## config.mk

```make
export PLATFORM = sky130hd
export DESIGN_NAME = rbf_queue
export DESIGN_NICKNAME = d
export VERILOG_FILES = /design/src/hdl/rbf_pkg.sv /design/src/hdl/rbf_queue.sv
export SDC_FILE = /design/constraint.sdc
export NUM_CORES = 1
export LEC_CHECK = 0
export BUFFER_PORTS_ARGS = -buffer_cell sky130_fd_sc_hd__clkbuf_2
export CAP_MARGIN = 20
export CORE_UTILIZATION = 59
export CTS_BUF_LIST = sky130_fd_sc_hd__clkbuf_8
export DETAILED_ROUTE_END_ITERATION = 16
export PLACE_DENSITY = 0.82
export SLEW_MARGIN = 30
export SYNTH_ARGS = -nofsm -noshare
export SYNTH_HDL_FRONTEND = slang
export SYNTH_SLANG_ARGS = --single-unit
```

## constraint.sdc

```tcl
create_clock -name clk_i -period 4 [get_ports clk_i]
set_input_delay 0 -clock clk_i [delete_from_list [all_inputs] [get_ports clk_i]]
set_output_delay 0 -clock clk_i [all_outputs]
set_load 0.1 [all_outputs]
```

## src/hdl/rbf_pkg.sv

```systemverilog
// Shared types, constants and helper functions of the RGB 3x3 box filter.
`default_nettype none

package rbf_pkg;

  localparam int unsigned ChanW    = 8;
  localparam int unsigned PosW     = 12;
  localparam int unsigned DimW     = 13;
  localparam int unsigned ColSumW  = 10;
  localparam int unsigned WinSumW  = 12;
  localparam int unsigned MaxWidth = 4096;
  localparam int unsigned LbAddrW  = $clog2(MaxWidth);
  localparam int unsigned QDepth   = 4;
  localparam int unsigned QPtrW    = $clog2(QDepth);

  localparam logic [DimW-1:0] DimMin       = DimW'(3);
  localparam logic [DimW-1:0] WidthMax     = DimW'(MaxWidth);
  localparam logic [DimW-1:0] HeightMax    = DimW'(4096);
  localparam logic [DimW-1:0] WidthReset   = DimW'(640);
  localparam logic [DimW-1:0] HeightReset  = DimW'(480);

  // 65536 / 9 rounded up; exact floor division for every window sum up to 9 * 255.
  localparam int unsigned RecipBits = 16;
  localparam logic [12:0] Recip9    = 13'd7282;
  localparam int unsigned ProdW     = WinSumW + 13;

  typedef enum logic {
    CFG_WIDTH  = 1'b0,
    CFG_HEIGHT = 1'b1
  } cfg_reg_e;

  typedef struct packed {
    logic [ChanW-1:0] blue;
    logic [ChanW-1:0] green;
    logic [ChanW-1:0] red;
  } pixel_t;

  typedef struct packed {
    logic [ColSumW-1:0] blue;
    logic [ColSumW-1:0] green;
    logic [ColSumW-1:0] red;
  } colsum_t;

  typedef struct packed {
    logic [WinSumW-1:0] blue;
    logic [WinSumW-1:0] green;
    logic [WinSumW-1:0] red;
  } winsum_t;

  // One line-buffer word: the pixels of the two rows above at one column.
  typedef struct packed {
    pixel_t one_back;
    pixel_t two_back;
  } lb_word_t;

  typedef struct packed {
    logic [DimW-1:0] width;
    logic [DimW-1:0] height;
    logic            restart;
  } frame_cfg_t;

  typedef struct packed {
    winsum_t        sum;
    pixel_t         px;
    logic [PosW-1:0] row;
    logic [PosW-1:0] col;
    logic           filt;
    logic           bord;
  } qentry_t;

  typedef struct packed {
    logic [PosW-1:0] col;
    logic [PosW-1:0] row;
    pixel_t          px;
  } out_word_t;

  function automatic logic [DimW-1:0] clamp_dim(input logic [DimW-1:0] v,
                                                input logic [DimW-1:0] hi);
    logic [DimW-1:0] r;
    if (v < DimMin) begin
      r = DimMin;
    end else if (v > hi) begin
      r = hi;
    end else begin
      r = v;
    end
    return r;
  endfunction

  function automatic colsum_t col_sum(input pixel_t a, input pixel_t b, input pixel_t c);
    colsum_t s;
    s.red   = ColSumW'(a.red)   + ColSumW'(b.red)   + ColSumW'(c.red);
    s.green = ColSumW'(a.green) + ColSumW'(b.green) + ColSumW'(c.green);
    s.blue  = ColSumW'(a.blue)  + ColSumW'(b.blue)  + ColSumW'(c.blue);
    return s;
  endfunction

  function automatic winsum_t win_sum(input colsum_t a, input colsum_t b, input colsum_t c);
    winsum_t s;
    s.red   = WinSumW'(a.red)   + WinSumW'(b.red)   + WinSumW'(c.red);
    s.green = WinSumW'(a.green) + WinSumW'(b.green) + WinSumW'(c.green);
    s.blue  = WinSumW'(a.blue)  + WinSumW'(b.blue)  + WinSumW'(c.blue);
    return s;
  endfunction

  function automatic logic [ChanW-1:0] div9(input logic [WinSumW-1:0] s);
    logic [ProdW-1:0] p;
    p = ProdW'(s) * ProdW'(Recip9);
    return p[RecipBits +: ChanW];
  endfunction

endpackage

`default_nettype wire

```

## src/hdl/rbf_queue.sv

```systemverilog
// Short word queue between the front end and the back end.
`default_nettype none

module rbf_queue (
  input  wire                clk_i,
  input  wire                rst_ni,
  input  wire                push_valid_i,
  output logic               push_ready_o,
  input  rbf_pkg::qentry_t   push_data_i,
  output logic               pop_valid_o,
  input  wire                pop_ready_i,
  output rbf_pkg::qentry_t   pop_data_o
);

  rbf_pkg::qentry_t          mem_q [rbf_pkg::QDepth];
  logic [rbf_pkg::QPtrW-1:0] wr_q, rd_q;
  logic [rbf_pkg::QPtrW:0]   cnt_q;
  logic                      push, pop;

  assign push_ready_o = (cnt_q < (rbf_pkg::QPtrW+1)'(rbf_pkg::QDepth));
  assign pop_valid_o  = (cnt_q != '0);
  assign push         = push_valid_i & push_ready_o;
  assign pop          = pop_valid_o & pop_ready_i;
  assign pop_data_o   = mem_q[rd_q];

  always_ff @(posedge clk_i or negedge rst_ni) begin
    if (!rst_ni) begin
      wr_q  <= '0;
      rd_q  <= '0;
      cnt_q <= '0;
    end else begin
      if (push) begin
        wr_q <= wr_q + rbf_pkg::QPtrW'(1);
      end
      if (pop) begin
        rd_q <= rd_q + rbf_pkg::QPtrW'(1);
      end
      if (push && !pop) begin
        cnt_q <= cnt_q + (rbf_pkg::QPtrW+1)'(1);
      end else if (pop && !push) begin
        cnt_q <= cnt_q - (rbf_pkg::QPtrW+1)'(1);
      end
    end
  end

  always_ff @(posedge clk_i) begin
    if (push) begin
      mem_q[wr_q] <= push_data_i;
    end
  end

endmodule

`default_nettype wire

```

; Word level (Yosys, flattened, before mapping)
; Memories as Yosys holds them, arrays and structs flattened.
; Cells that the tools add are included.
; W data, S select, Z words.
[totals]
n_memories = 1
inputBits = 90
elab_cells = 21
ram_bits = 344
out_inout_bits = 88
ff_bits = 7
[classes]
reduce_logical = 6
magnitude_cmp = 1
n_mux = 4
bitwise_logic = 2
n_addsub = 4
[memory_table]
columns = memory, words, word_bits, rd, rd_clocked_by_memory_dff, write_ports, line_no
row1 = mem_q, 4, 86, 1, 0, 1, rbf_queue.sv:15  ; rbf_pkg::qentry_t mem_q [rbf_pkg::QDepth];
[op_table]
columns = op, count
row1 = $mux W3, 2
row2 = $add A2 B1 Y2 const B, 2
row3 = $add A3 B1 Y3 const B, 1
row4 = $lt A3 B3 Y1 const B, 1
row5 = $reduce_bool A3 Y1, 1
row6 = $sub A3 B1 Y3 const B, 1
row7 = $and A1 B1 Y1, 2
row8 = $logic_and A1 B1 Y1, 2
row9 = $logic_not A1 Y1, 2
row10 = $mux W1, 2
row11 = $reduce_bool A2 Y1, 1

; Longest topological paths before layout
[depth]
ltp_word = 6
ltp_mapped = 8
ltp_nobuf = 8

; Worst setup path before layout
; OpenSTA, ideal clock, no wires.
[synth_timing]
path_kind = reg2reg
startpoint = register cnt_q[2] (netlist name)
endpoint = memory mem_q[0][0] (netlist name), enable pin
path_buffers = 1
path_slack_ns = 0.809
path_stages_with_launch = 4
arrival_time_ns = 2.737
t_required_ns = 3.546
setup_ns = 0.454
path_cell_list = dfrtp_1 nor2b_1 clkbuf_1 and2_1
[synth_via]
elab_chain_cells = 4
[synth_rtl]
columns = item, line_no
row1 = from (decl), rbf_queue.sv:17  ; logic [rbf_pkg::QPtrW:0] cnt_q;
row2 = from (signal assigned), rbf_queue.sv:39  ; cnt_q <= cnt_q + (rbf_pkg::QPtrW+1)'(1);
row3 = from (signal assigned), rbf_queue.sv:41  ; cnt_q <= cnt_q - (rbf_pkg::QPtrW+1)'(1);
row4 = $lt A3 B3 Y1, rbf_queue.sv:20  ; assign push_ready_o = (cnt_q < (rbf_pkg::QPtrW+1)'(rbf_pkg::QDepth));
row5 = $and A1 B1 Y1, rbf_queue.sv:22  ; assign push = push_valid_i & push_ready_o;
row6 = via push, rbf_queue.sv:18  ; logic push, pop;
row7 = $mux W1, rbf_queue.sv:47  ; if (push) begin
row8 = $mux W1 (implied by the code), rbf_queue.sv:48  ; mem_q[wr_q] <= push_data_i;
row9 = to (decl), rbf_queue.sv:15
; The timed path passes the listed nets, and every way through them passes these cells.

==> key figures <==
Clock network
  – Skew-Pair Late Insertion Delay: 570 ps
  – Clock Tree Root: clkbuf_8
  – Clock sinks: 351
  – CTS max path bufs: 3
  – CTS H-tree lvls: 2
  – Clock buffer count from CTS: 53
  – Clock slew seen by the registers of the worst setup and hold paths: 60 ps
  – CTS tree: done

STA
  – Post-Route Skew: 19.3 ps
  – Min Hold Slack: 185 ps
  – Final Hold Vio Count: 0
  – Final Max Tran Viols: 0
  – Setup TNS: 0 ps
  – Worst slew pin tran: 854 ps
  – Maximum clock frequency: 0.350 GHz
  – Final Critical Period: 2860 ps
  – Final Cycle Share: 0.714
  – RSZ-0062 raised after global routing: false
  – # setup viols final: 0
  – Worst slew margin: 0.431

Drt
  – Via/cell ratio: 5.63
  – Top Metal Used: met4
  – Metal3 WL: 1.50 mm
  – Routed WL: 25.4 mm
  – Wire length on met2: 13.2 mm
  – Post-route ant nets: 0
  – Wire length per cell: 22.7 um
  – Total iterations of the first detailed-routing run: 4
  – Met1 Wirelength: 10.1 mm
  – DR DRC count: 0
  – Vias: 6287
  – DR iter-0 viols: 466

Synth
  – Synth top area cells: edfxtp_1, mux4_2, dfrtp_1
  – Yosys top cell by area: edfxtp_1
  – Seq/Total Area, Yosys: 0.820
  – Syn Inst Count: 486
  – Syn avg cell area: 26.4 um^2
  – Syn_nets: 582
  – Synthesized area: 12800 um^2
  – Synth top area share: 0.806
  – Top FF cell, synth: edfxtp_1
  – Register bit total from synthesis: 351
  – Post-synth EDFFs: 344
  – Library cells used by synthesis: 22
  – Async SR Flop Fraction: 0.0199
  – Synth Warn #: 0

Layout
  – P&R area growth vs syn: 24.3%
  – Most common cell after layout, fill and taps aside: edfxtp_1
  – Layout cells sized above 1: 0.415
  – Most frequent cells in the layout: edfxtp_1, clkbuf_2, dlygate4sd3_1, mux4_2, clkbuf_8
  – Final nets: 896

Setup path
  – Crit. End Element: output port
  – Cell-by-cell trace of the critical path: buf_4 -> mux4_2 -> clkbuf_2
  – Worst EP arrival: 2860 ps
  – Max FO, Critical Path: 35
  – CP max-delay cell: dfrtp_4
  – CP Data Required Time: 4000 ps
  – Crit path kind: reg2out
  – CP peak stage delay: 880 ps
  – Startpoint types: flop

Flow run
  – Max_cap viols: 0

Global routing
  – Number of global-route vias before repair: 6803
  – Initial antenna violation count: 1
  – First-pass GRT wire length: 37.7 mm
  – Pin count of the biggest net entering global routing: 70
  – GRT Residual Overflow: 0
  – GRT Resource Usage Total: 0.235

Die
  – Initial core utilization: 0.605
  – I/O Pins: 178
  – Total die area: 22300 um^2
  – Core Footprint: 21200 um^2
  – Die Y: 149 um
  – Die W: 149 um
  – Row count: 53

Placed design
  – Final Wtd Congestion: 0.751
  – Post-DP HPWL: 15.0 mm
  – # port buffers: 177

Run status
  – Status: finished clean

Min path
  – Worst hold path class: in2reg
==> worst max-delay path: cells and delay by family (launching register included) <==
kind | cells | cell delay [ps]
flip-flops | 1 | 880
multiplexers | 1 | 580
buffers and inverters | 2 | 820
==> final cells by class <==
type / instances / area (um^2)
well taps: 275 / 344
multi-input cells: 110 / 2150
inverters: 4 / 15.0
flip-flops and latches: 351 / 10500
repair buffers: 280 / 1920
clock buffers: 60 / 826
diodes: 1 / 2.50
fillers: 1097 / 5240
clock inverters: 35 / 145
==> metrics by stage <==
| stage | instances | utilization | worst slack [ps] | cell area, um^2 |
|---|---|---|---|---|
| finish | 1116 | 0.753 | 1140 | 15900 |
| global route | 1115 | 0.752 | 951 | 15900 |
| CTS | 1114 | 0.751 | 1040 | 15900 |
| detailed placement | 929 | 0.663 | 1570 | 14000 |
| global placement | 928 | 0.662 | 1650 | 14000 |
| floorplan | 486 | - | 809 | 12800 |
==> logic make-up (layout without fill, tap and decap cells) <==
| family | after synthesis | count (layout) | share of synthesized area |
|---|---|---|---|
| flops | 351 | 351 | 0.820 |
| simple gates | 10 | 10 | 0.00420 |
| buf+inv | 25 | 379 | 0.0126 |
| xor+xnor | 6 | 6 | 0.00410 |
| compound gates | 1 | 1 | 0.000390 |
| fa+ha+maj | 6 | 6 | 0.00645 |
| other cells | 0 | 1 | 0 |
| mux | 87 | 87 | 0.152 |
==> flip-flops by register name (all words and copies together), names as in the netlist <==
| register | flops |
|---|---|
| wr_q | 2 |
| cnt_q | 3 |
| rd_q | 2 |
| mem_q | 344 |
==> final timing paths <==
kind	cells past startpoint	endpoint	start	slack, ps
max in group asynchronous	3	rd_q[1]$_DFFE_PN0P_	rst_ni	3310
hold reg to reg	1	cnt_q[1]$_DFFE_PN0P_	cnt_q[1]$_DFFE_PN0P_	560
setup / recovery	3	pop_data_o[75]	rd_q[0]$_DFFE_PN0P_	1140
setup reg to reg	3	mem_q[2][37]$_DFFE_PP_	cnt_q[2]$_DFFE_PN0P_	1580
min in group asynchronous	3	cnt_q[2]$_DFFE_PN0P_	rst_ni	390
hold / removal	2	mem_q[2][78]$_DFFE_PP_	push_data_i[78]	180
==> cell usage after synthesis, types with 2 or more instances <==
library cell	instances
and2_1	4
mux4_2	86
ha_1	5
dfrtp_1	7
buf_2	8
buf_4	4
inv_1	4
clkbuf_1	5
buf_6	2
xnor2_1	5
edfxtp_1	344
nand2_1	2
==> repair_timing <==
action	4_1_cts	5_1_grt
buffers inserted	0	0
hold buffers	90	0
endpoints found under the setup margin	0	0
gates resized for setup	0	0
hold endpoints to repair	357	0
==> routing by layer <==
layer,global-route usage,up-vias
li1,-,2727
met1,0.312,3273
met2,0.389,242
met3,0.0480,45
met4,0.0878,0
met5,0,-
Power is left out: the tool's default activity adds up to more than one toggle a clock period on the data nets, which glitch-free logic cannot reach.
