$ cat src/hdl/rbf_pkg.sv
// Shared types, constants and helper functions of the RGB 3x3 box filter.
`default_nettype none

package rbf_pkg;

  localparam int unsigned ChanW    = 8;
  localparam int unsigned PosW     = 12;
  localparam int unsigned DimW     = 13;
  localparam int unsigned ColSumW  = 10;
  localparam int unsigned WinSumW  = 12;
  localparam int unsigned MaxWidth = 4096;
  localparam int unsigned LbAddrW  = $clog2(MaxWidth);
  localparam int unsigned QDepth   = 4;
  localparam int unsigned QPtrW    = $clog2(QDepth);

  localparam logic [DimW-1:0] DimMin       = DimW'(3);
  localparam logic [DimW-1:0] WidthMax     = DimW'(MaxWidth);
  localparam logic [DimW-1:0] HeightMax    = DimW'(4096);
  localparam logic [DimW-1:0] WidthReset   = DimW'(640);
  localparam logic [DimW-1:0] HeightReset  = DimW'(480);

  // 65536 / 9 rounded up; exact floor division for every window sum up to 9 * 255.
  localparam int unsigned RecipBits = 16;
  localparam logic [12:0] Recip9    = 13'd7282;
  localparam int unsigned ProdW     = WinSumW + 13;

  typedef enum logic {
    CFG_WIDTH  = 1'b0,
    CFG_HEIGHT = 1'b1
  } cfg_reg_e;

  typedef struct packed {
    logic [ChanW-1:0] blue;
    logic [ChanW-1:0] green;
    logic [ChanW-1:0] red;
  } pixel_t;

  typedef struct packed {
    logic [ColSumW-1:0] blue;
    logic [ColSumW-1:0] green;
    logic [ColSumW-1:0] red;
  } colsum_t;

  typedef struct packed {
    logic [WinSumW-1:0] blue;
    logic [WinSumW-1:0] green;
    logic [WinSumW-1:0] red;
  } winsum_t;

  // One line-buffer word: the pixels of the two rows above at one column.
  typedef struct packed {
    pixel_t one_back;
    pixel_t two_back;
  } lb_word_t;

  typedef struct packed {
    logic [DimW-1:0] width;
    logic [DimW-1:0] height;
    logic            restart;
  } frame_cfg_t;

  typedef struct packed {
    winsum_t        sum;
    pixel_t         px;
    logic [PosW-1:0] row;
    logic [PosW-1:0] col;
    logic           filt;
    logic           bord;
  } qentry_t;

  typedef struct packed {
    logic [PosW-1:0] col;
    logic [PosW-1:0] row;
    pixel_t          px;
  } out_word_t;

  function automatic logic [DimW-1:0] clamp_dim(input logic [DimW-1:0] v,
                                                input logic [DimW-1:0] hi);
    logic [DimW-1:0] r;
    if (v < DimMin) begin
      r = DimMin;
    end else if (v > hi) begin
      r = hi;
    end else begin
      r = v;
    end
    return r;
  endfunction

  function automatic colsum_t col_sum(input pixel_t a, input pixel_t b, input pixel_t c);
    colsum_t s;
    s.red   = ColSumW'(a.red)   + ColSumW'(b.red)   + ColSumW'(c.red);
    s.green = ColSumW'(a.green) + ColSumW'(b.green) + ColSumW'(c.green);
    s.blue  = ColSumW'(a.blue)  + ColSumW'(b.blue)  + ColSumW'(c.blue);
    return s;
  endfunction

  function automatic winsum_t win_sum(input colsum_t a, input colsum_t b, input colsum_t c);
    winsum_t s;
    s.red   = WinSumW'(a.red)   + WinSumW'(b.red)   + WinSumW'(c.red);
    s.green = WinSumW'(a.green) + WinSumW'(b.green) + WinSumW'(c.green);
    s.blue  = WinSumW'(a.blue)  + WinSumW'(b.blue)  + WinSumW'(c.blue);
    return s;
  endfunction

  function automatic logic [ChanW-1:0] div9(input logic [WinSumW-1:0] s);
    logic [ProdW-1:0] p;
    p = ProdW'(s) * ProdW'(Recip9);
    return p[RecipBits +: ChanW];
  endfunction

endpackage

`default_nettype wire

$ cat src/hdl/rbf_back.sv
// Back end: divides window sums by nine and emits filtered and border words.
`default_nettype none

module rbf_back (
  input  wire                  clk_i,
  input  wire                  rst_ni,
  input  wire                  pop_valid_i,
  output logic                 pop_ready_o,
  input  rbf_pkg::qentry_t     pop_data_i,
  output logic                 out_valid_o,
  input  wire                  out_ready_i,
  output rbf_pkg::out_word_t   out_data_o,
  output logic                 out_last_o
);

  logic               out_valid_q;
  rbf_pkg::out_word_t out_data_q, out_data_d;
  logic               out_last_q, out_last_d;
  logic               phase_q, phase_d;
  logic               load, send_filt;
  rbf_pkg::pixel_t    mean_px;

  assign load      = ~out_valid_q | out_ready_i;
  // An entry with both results sends the filtered center first, then the border pixel.
  assign send_filt = pop_data_i.filt & ~phase_q;

  assign mean_px.red   = rbf_pkg::div9(pop_data_i.sum.red);
  assign mean_px.green = rbf_pkg::div9(pop_data_i.sum.green);
  assign mean_px.blue  = rbf_pkg::div9(pop_data_i.sum.blue);

  always_comb begin
    phase_d     = phase_q;
    pop_ready_o = 1'b0;
    if (send_filt) begin
      out_data_d.px  = mean_px;
      out_data_d.row = pop_data_i.row - rbf_pkg::PosW'(1);
      out_data_d.col = pop_data_i.col - rbf_pkg::PosW'(1);
      out_last_d     = ~pop_data_i.bord;
    end else begin
      out_data_d.px  = pop_data_i.px;
      out_data_d.row = pop_data_i.row;
      out_data_d.col = pop_data_i.col;
      out_last_d     = 1'b1;
    end
    if (load && pop_valid_i) begin
      if (send_filt && pop_data_i.bord) begin
        phase_d = 1'b1;
      end else begin
        phase_d     = 1'b0;
        pop_ready_o = 1'b1;
      end
    end
  end

  always_ff @(posedge clk_i or negedge rst_ni) begin
    if (!rst_ni) begin
      out_valid_q <= 1'b0;
      phase_q     <= 1'b0;
    end else begin
      phase_q <= phase_d;
      if (load) begin
        out_valid_q <= pop_valid_i;
      end
    end
  end

  always_ff @(posedge clk_i) begin
    if (load && pop_valid_i) begin
      out_data_q <= out_data_d;
      out_last_q <= out_last_d;
    end
  end

  assign out_valid_o = out_valid_q;
  assign out_data_o  = out_data_q;
  assign out_last_o  = out_last_q;

endmodule

`default_nettype wire

$ cat config.mk
export PLATFORM = sky130hd
export DESIGN_NAME = rbf_back
export DESIGN_NICKNAME = d
export VERILOG_FILES = /design/src/hdl/rbf_pkg.sv /design/src/hdl/rbf_back.sv
export SDC_FILE = /design/constraint.sdc
export NUM_CORES = 1
export LEC_CHECK = 0
export BUFFER_PORTS_ARGS = -buffer_cell sky130_fd_sc_hd__buf_2
export CORE_AREA = 2 2 188 190
export DETAILED_ROUTE_END_ITERATION = 10
export DIE_AREA = 0 0 190 192
export GPL_ROUTABILITY_DRIVEN = 0
export PLACE_DENSITY = 0.45
export SLEW_MARGIN = 20
export SYNTH_ARGS = -nofsm -noshare
export SYNTH_HDL_FRONTEND = slang
export SYNTH_SLANG_ARGS = --single-unit
$ cat constraint.sdc
create_clock -name clk_i -period 2.13 [get_ports clk_i]
set_clock_uncertainty 0.2 [all_clocks]
set_input_delay 0.426 -clock clk_i [delete_from_list [all_inputs] [get_ports clk_i]]
set_output_delay 0.426 -clock clk_i [all_outputs]
set_load 0.05 [all_outputs]
* Yosys cells after proc, flatten, opt, wreduce, memory -nomap -nowiden
Index checks and enable logic that the tools add are counted.
W data, S select, Z words.
** Storage, ports and cells
- Input bits :: 90
- Output and inout port bits :: 51
- Flip-flop bits (word level) :: 51
- Word-level logic and storage cells :: 24
** Operators by class
- $mul :: 3
- Reduce and logical (&&, ||, !) cells :: 2
- $add $sub $neg :: 2
- Muxes and demuxes :: 4
- Bitwise logic cells :: 5
** Operator list (number)
- $mul A12 B12 Y23 const B :: 3
- $mux W48 :: 1
- $sub A12 B1 Y12 const B :: 2
- $mux W1 :: 3
- $not A1 Y1 :: 3
- $logic_and A1 B1 Y1 :: 2
- $and A1 B1 Y1 :: 1
- $or A1 B1 Y1 :: 1

* Depth between registers and ports, before layout
- Word-level depth :: 5
- Depth in mapped cells :: 18
- Mapped depth without buffers :: 18

* Worst setup path after synthesis
No wires, ideal clock.
- Kind :: input to register
- Start :: input pop_data_i[75] (netlist name)
- End :: register out_data_q (netlist bit out_data_o[21]), data pin
- Setup time :: 135 ps
- Setup slack :: -2896 ps
- Path buffers :: 0
- Stages :: 18
- Data required time :: 1795 ps
- Arrival time :: 4691 ps
- Cells stage by stage :: inv_1 > fa_1 > inv_1 > ha_1 > inv_1 > fa_1 > inv_1 > fa_1 > inv_1 > fa_1 > inv_1 > ha_1 > o21ai_0 > nor2_1 > o41ai_4 > o311ai_2 > or4b_1 > nand3_1
** RTL lines
- start, declared :: line rbf_back.sv:9 : input rbf_pkg::qentry_t pop_data_i,
- end signal, assigned :: line rbf_back.sv:69 : out_data_q <= out_data_d;
- end, declared :: line rbf_back.sv:17 : rbf_pkg::out_word_t out_data_q, out_data_d;

==> flow_summary.json <==
{
  "status": "finished, violations left",
  "violations": "negative setup slack",
  "ys_ff_latch": 51,
  "grt_setup_unrepaired": "true",
  "worstPathArrival_ns": 4.43,
  "multi_input_area_um2": 7220,
  "port_buffers": 140,
  "die_x_um": 190,
  "drc": 0,
  "cp_top_family": "adder cells",
  "hold_depth": 2,
  "reg2reg_from": "phase_q",
  "slowest_delay_ns": 0.55,
  "route.detailed.wl_per_inst_um": 14.0,
  "gr-total-overflow": 0,
  "grt_pass1_vias": 7425,
  "start_util": 0.249,
  "max_cap_viol_count": 0,
  "synth_ff_type": "edfxtp_1",
  "power_frac_comb": 0.848,
  "ys_warn_count": 0,
  "firstDrtPassIters": 4,
  "syn_to_final_growth_pct": 49.1,
  "path_buf_inv": 8,
  "root_buffer": "clkbuf_16",
  "cell_internal_pwr_mw": 8.54,
  "critical_path_required_ns": 1.98,
  "syn_nets": 1233,
  "wl_mm": 23.4,
  "viasPerCell": 4.30,
  "yosysTopAreaCell": "ha_1",
  "yosysTopAreaCellShare": 0.296,
  "htree_levels": 2,
  "io_pins": 141,
  "final_nets": 1594,
  "relSlewSlack": 0.569,
  "r2r_cells": 8,
  "syn_avg_cell_area_um2": 9.99,
  "swShare": 0.459,
  "numPlacedInstances": 1640,
  "fin_cells": 1671,
  "mappedNetlistArea_um2": 8530,
  "clock_latency_ns": 0.30,
  "antenna_left": 0,
  "timing.rr.end": "out_data_o[46]",
  "fin_crit_ns": 4.58,
  "worstHoldPathType": "in2reg",
  "dieArea_um2": 36500,
  "coreArea_um2": 34300,
  "register_area_um2": 1520,
  "cts.clk_slew.worst_paths_ns": 0.08,
  "crit_fanout": 3,
  "drive_gt1_frac": 0.426,
  "worst_pin_slew_ns": 0.647,
  "die_y_um": 192,
  "finalSetupViolations": 24,
  "maxSlewViolCount": 0,
  "power.density_nw_per_um2": 1240,
  "cts_tree": "yes",
  "finalPower_mw": 15.8,
  "rows": 68,
  "slowest_stage": "fa_1",
  "synth-seq-area-share": 0.178,
  "ys_top_cells_by_count": "202 x ha_1, 178 x inv_1, 87 x fa_1",
  "clock_path_buffers": 2,
  "drt_iter0_drc": 161,
  "fin_ws_ns": -2.45,
  "cts_sinks": 51,
  "cts_buffers": 5,
  "hold_violations": 0,
  "synth_cells": 854,
  "path_cells": "buf_6 -> clkinvlp_4 -> fa_1 -> inv_2 -> ha_4 -> inv_2 -> fa_1 -> inv_2 -> fa_1 -> inv_1 -> fa_1 -> inv_2 -> ha_4 -> a21o_1 -> o41ai_4 -> buf_4 -> o211ai_1 -> xnor2_1 -> o21ai_1",
  "fmax_ghz": 0.218,
  "grt_pass1_wl_mm": 37.2,
  "path_class": "in2reg",
  "p_seq_frac": 0.090,
  "synth_edf_count": 49,
  "worstHoldEndpoint": "out_valid_o",
  "grt_antenna_before_repair": 0,
  "fin_tns_setup_ns": -53.90,
  "grt_max_degree": 37,
  "endpoint_kind": "register",
  "p_sw_mw": 7.23,
  "dpl.hpwl_mm": 20.4,
  "synth_cell_type_count": 53,
  "ys_async_sr_fraction": 0.0392,
  "via_count": 7178,
  "synthTopCellsByArea": "ha_1 30%, fa_1 20%, edfxtp_1 17%",
  "fin_crit_sh": 2.15,
  "rrSetupSlack_ns": 0.11,
  "utilization": 0.371,
  "hp-start": "pop_valid_i",
  "leakage_nw": 6.31,
  "grt_use_total": 0.129,
  "hold_ws_ns": 0.173,
  "post-synth-top-count-cell": "ha_1",
  "fill_cells": 3469,
  "clockPowerShare": 0.062,
  "start_kind": "primary input",
  "antenna_cells": 0,
  "ir_drop_uv": 742
}
[kinds of logic (layout without fill, tap and decap cells)]
logic type / count (synthesis) / after routing / synth area share
adder cells (fa/ha/maj): 289 / 289 / 0.500
XOR/XNOR: 40 / 40 / 0.0411
AO/OA/AOI/OAI: 130 / 130 / 0.106
buffers and inverters: 189 / 551 / 0.0831
AND/OR/NAND/NOR: 155 / 155 / 0.0915
flip-flops: 51 / 51 / 0.178
[metrics by stage]
stage / setup WS [ns] / cell area, µm²
finish: -2.45 / 12700
global route: -2.63 / 12700
CTS: -2.49 / 12200
detailed placement: -2.99 / 11500
global placement: -2.94 / 11500
floorplan: -2.71 / 8690
[how the worst max path moves through the flow]
stage | start | end | slack [ns] | cells past startpoint
3_3_place_gp | pop_data_i[82] | out_data_o[21] | -2.94 | 18
3_5_place_dp | pop_data_i[82] | out_data_o[21] | -2.99 | 18
6_report | pop_data_i[76] | out_data_o[23] | -2.45 | 19
4_1_cts | pop_data_i[76] | out_data_o[23] | -2.49 | 20
5_1_grt | pop_data_i[76] | out_data_o[23] | -2.63 | 19
2_1_floorplan | pop_data_i[76] | out_data_o[21] | -2.71 | 17
[registers in the layout, indices dropped and copies added (netlist names)]
| signal | flops |
|---|---|
| out_data_o | 48 |
| out_last_o | 1 |
| out_valid_o | 1 |
| phase_q | 1 |
[cell usage in the layout, fill, tap and decap left out, types with 7 or more instances in the layout]
cell      instances
nand2_1          48
edfxtp_1         49
ha_1            162
o21ai_0          10
nand2b_1          7
buf_2           123
o21ai_2           7
buf_6            20
o21ai_1           9
xor2_1           16
a21oi_1          13
nand3_1          14
nor2_1           20
fa_1             83
xnor2_1          22
nor3_1           10
inv_2            31
inv_1           143
o211ai_1          9
a21o_1           21
buf_4           217
ha_4             38
nand4_1           9
a21oi_4           7
[area by class of cell]
class	instances	area share
well taps	455	0.0448
repair buffers	365	0.200
clock buffers	5	0.00984
inverters	178	0.0543
clock inverters	3	0.00364
multi-input cells	614	0.567
flip-flops and latches	51	0.120
[power groups by stage]
stage                     sequential, mW  clock (mW)  combinational [mW]
after detailed placement            1.44           0                10.9
after floorplan                     1.95           0                6.39
after global routing                1.42        1.05                14.9
after CTS                           1.42        1.02                12.2
final                               1.41       0.980                13.4
after global placement              1.43           0                10.9
[layer usage]
metal,GRT usage,part of all wire
met2,0.234,0.49
met3,0.0146,0.032
met1,0.166,0.47
met5,0,0
met4,0.0197,0.0088
[repair_timing]
| item | 4_1_cts | 5_1_grt |
|---|---|---|
| pin swaps | 61 | 61 |
| setup buffers | 14 | 9 |
| setup endpoints to repair | 24 | 30 |
| hold buffers | 1 | 0 |
| resized for setup | 101 | 80 |
| hold endpoints to repair | 2 | 0 |
No activity file was read; power rests on OpenSTA's default activity.
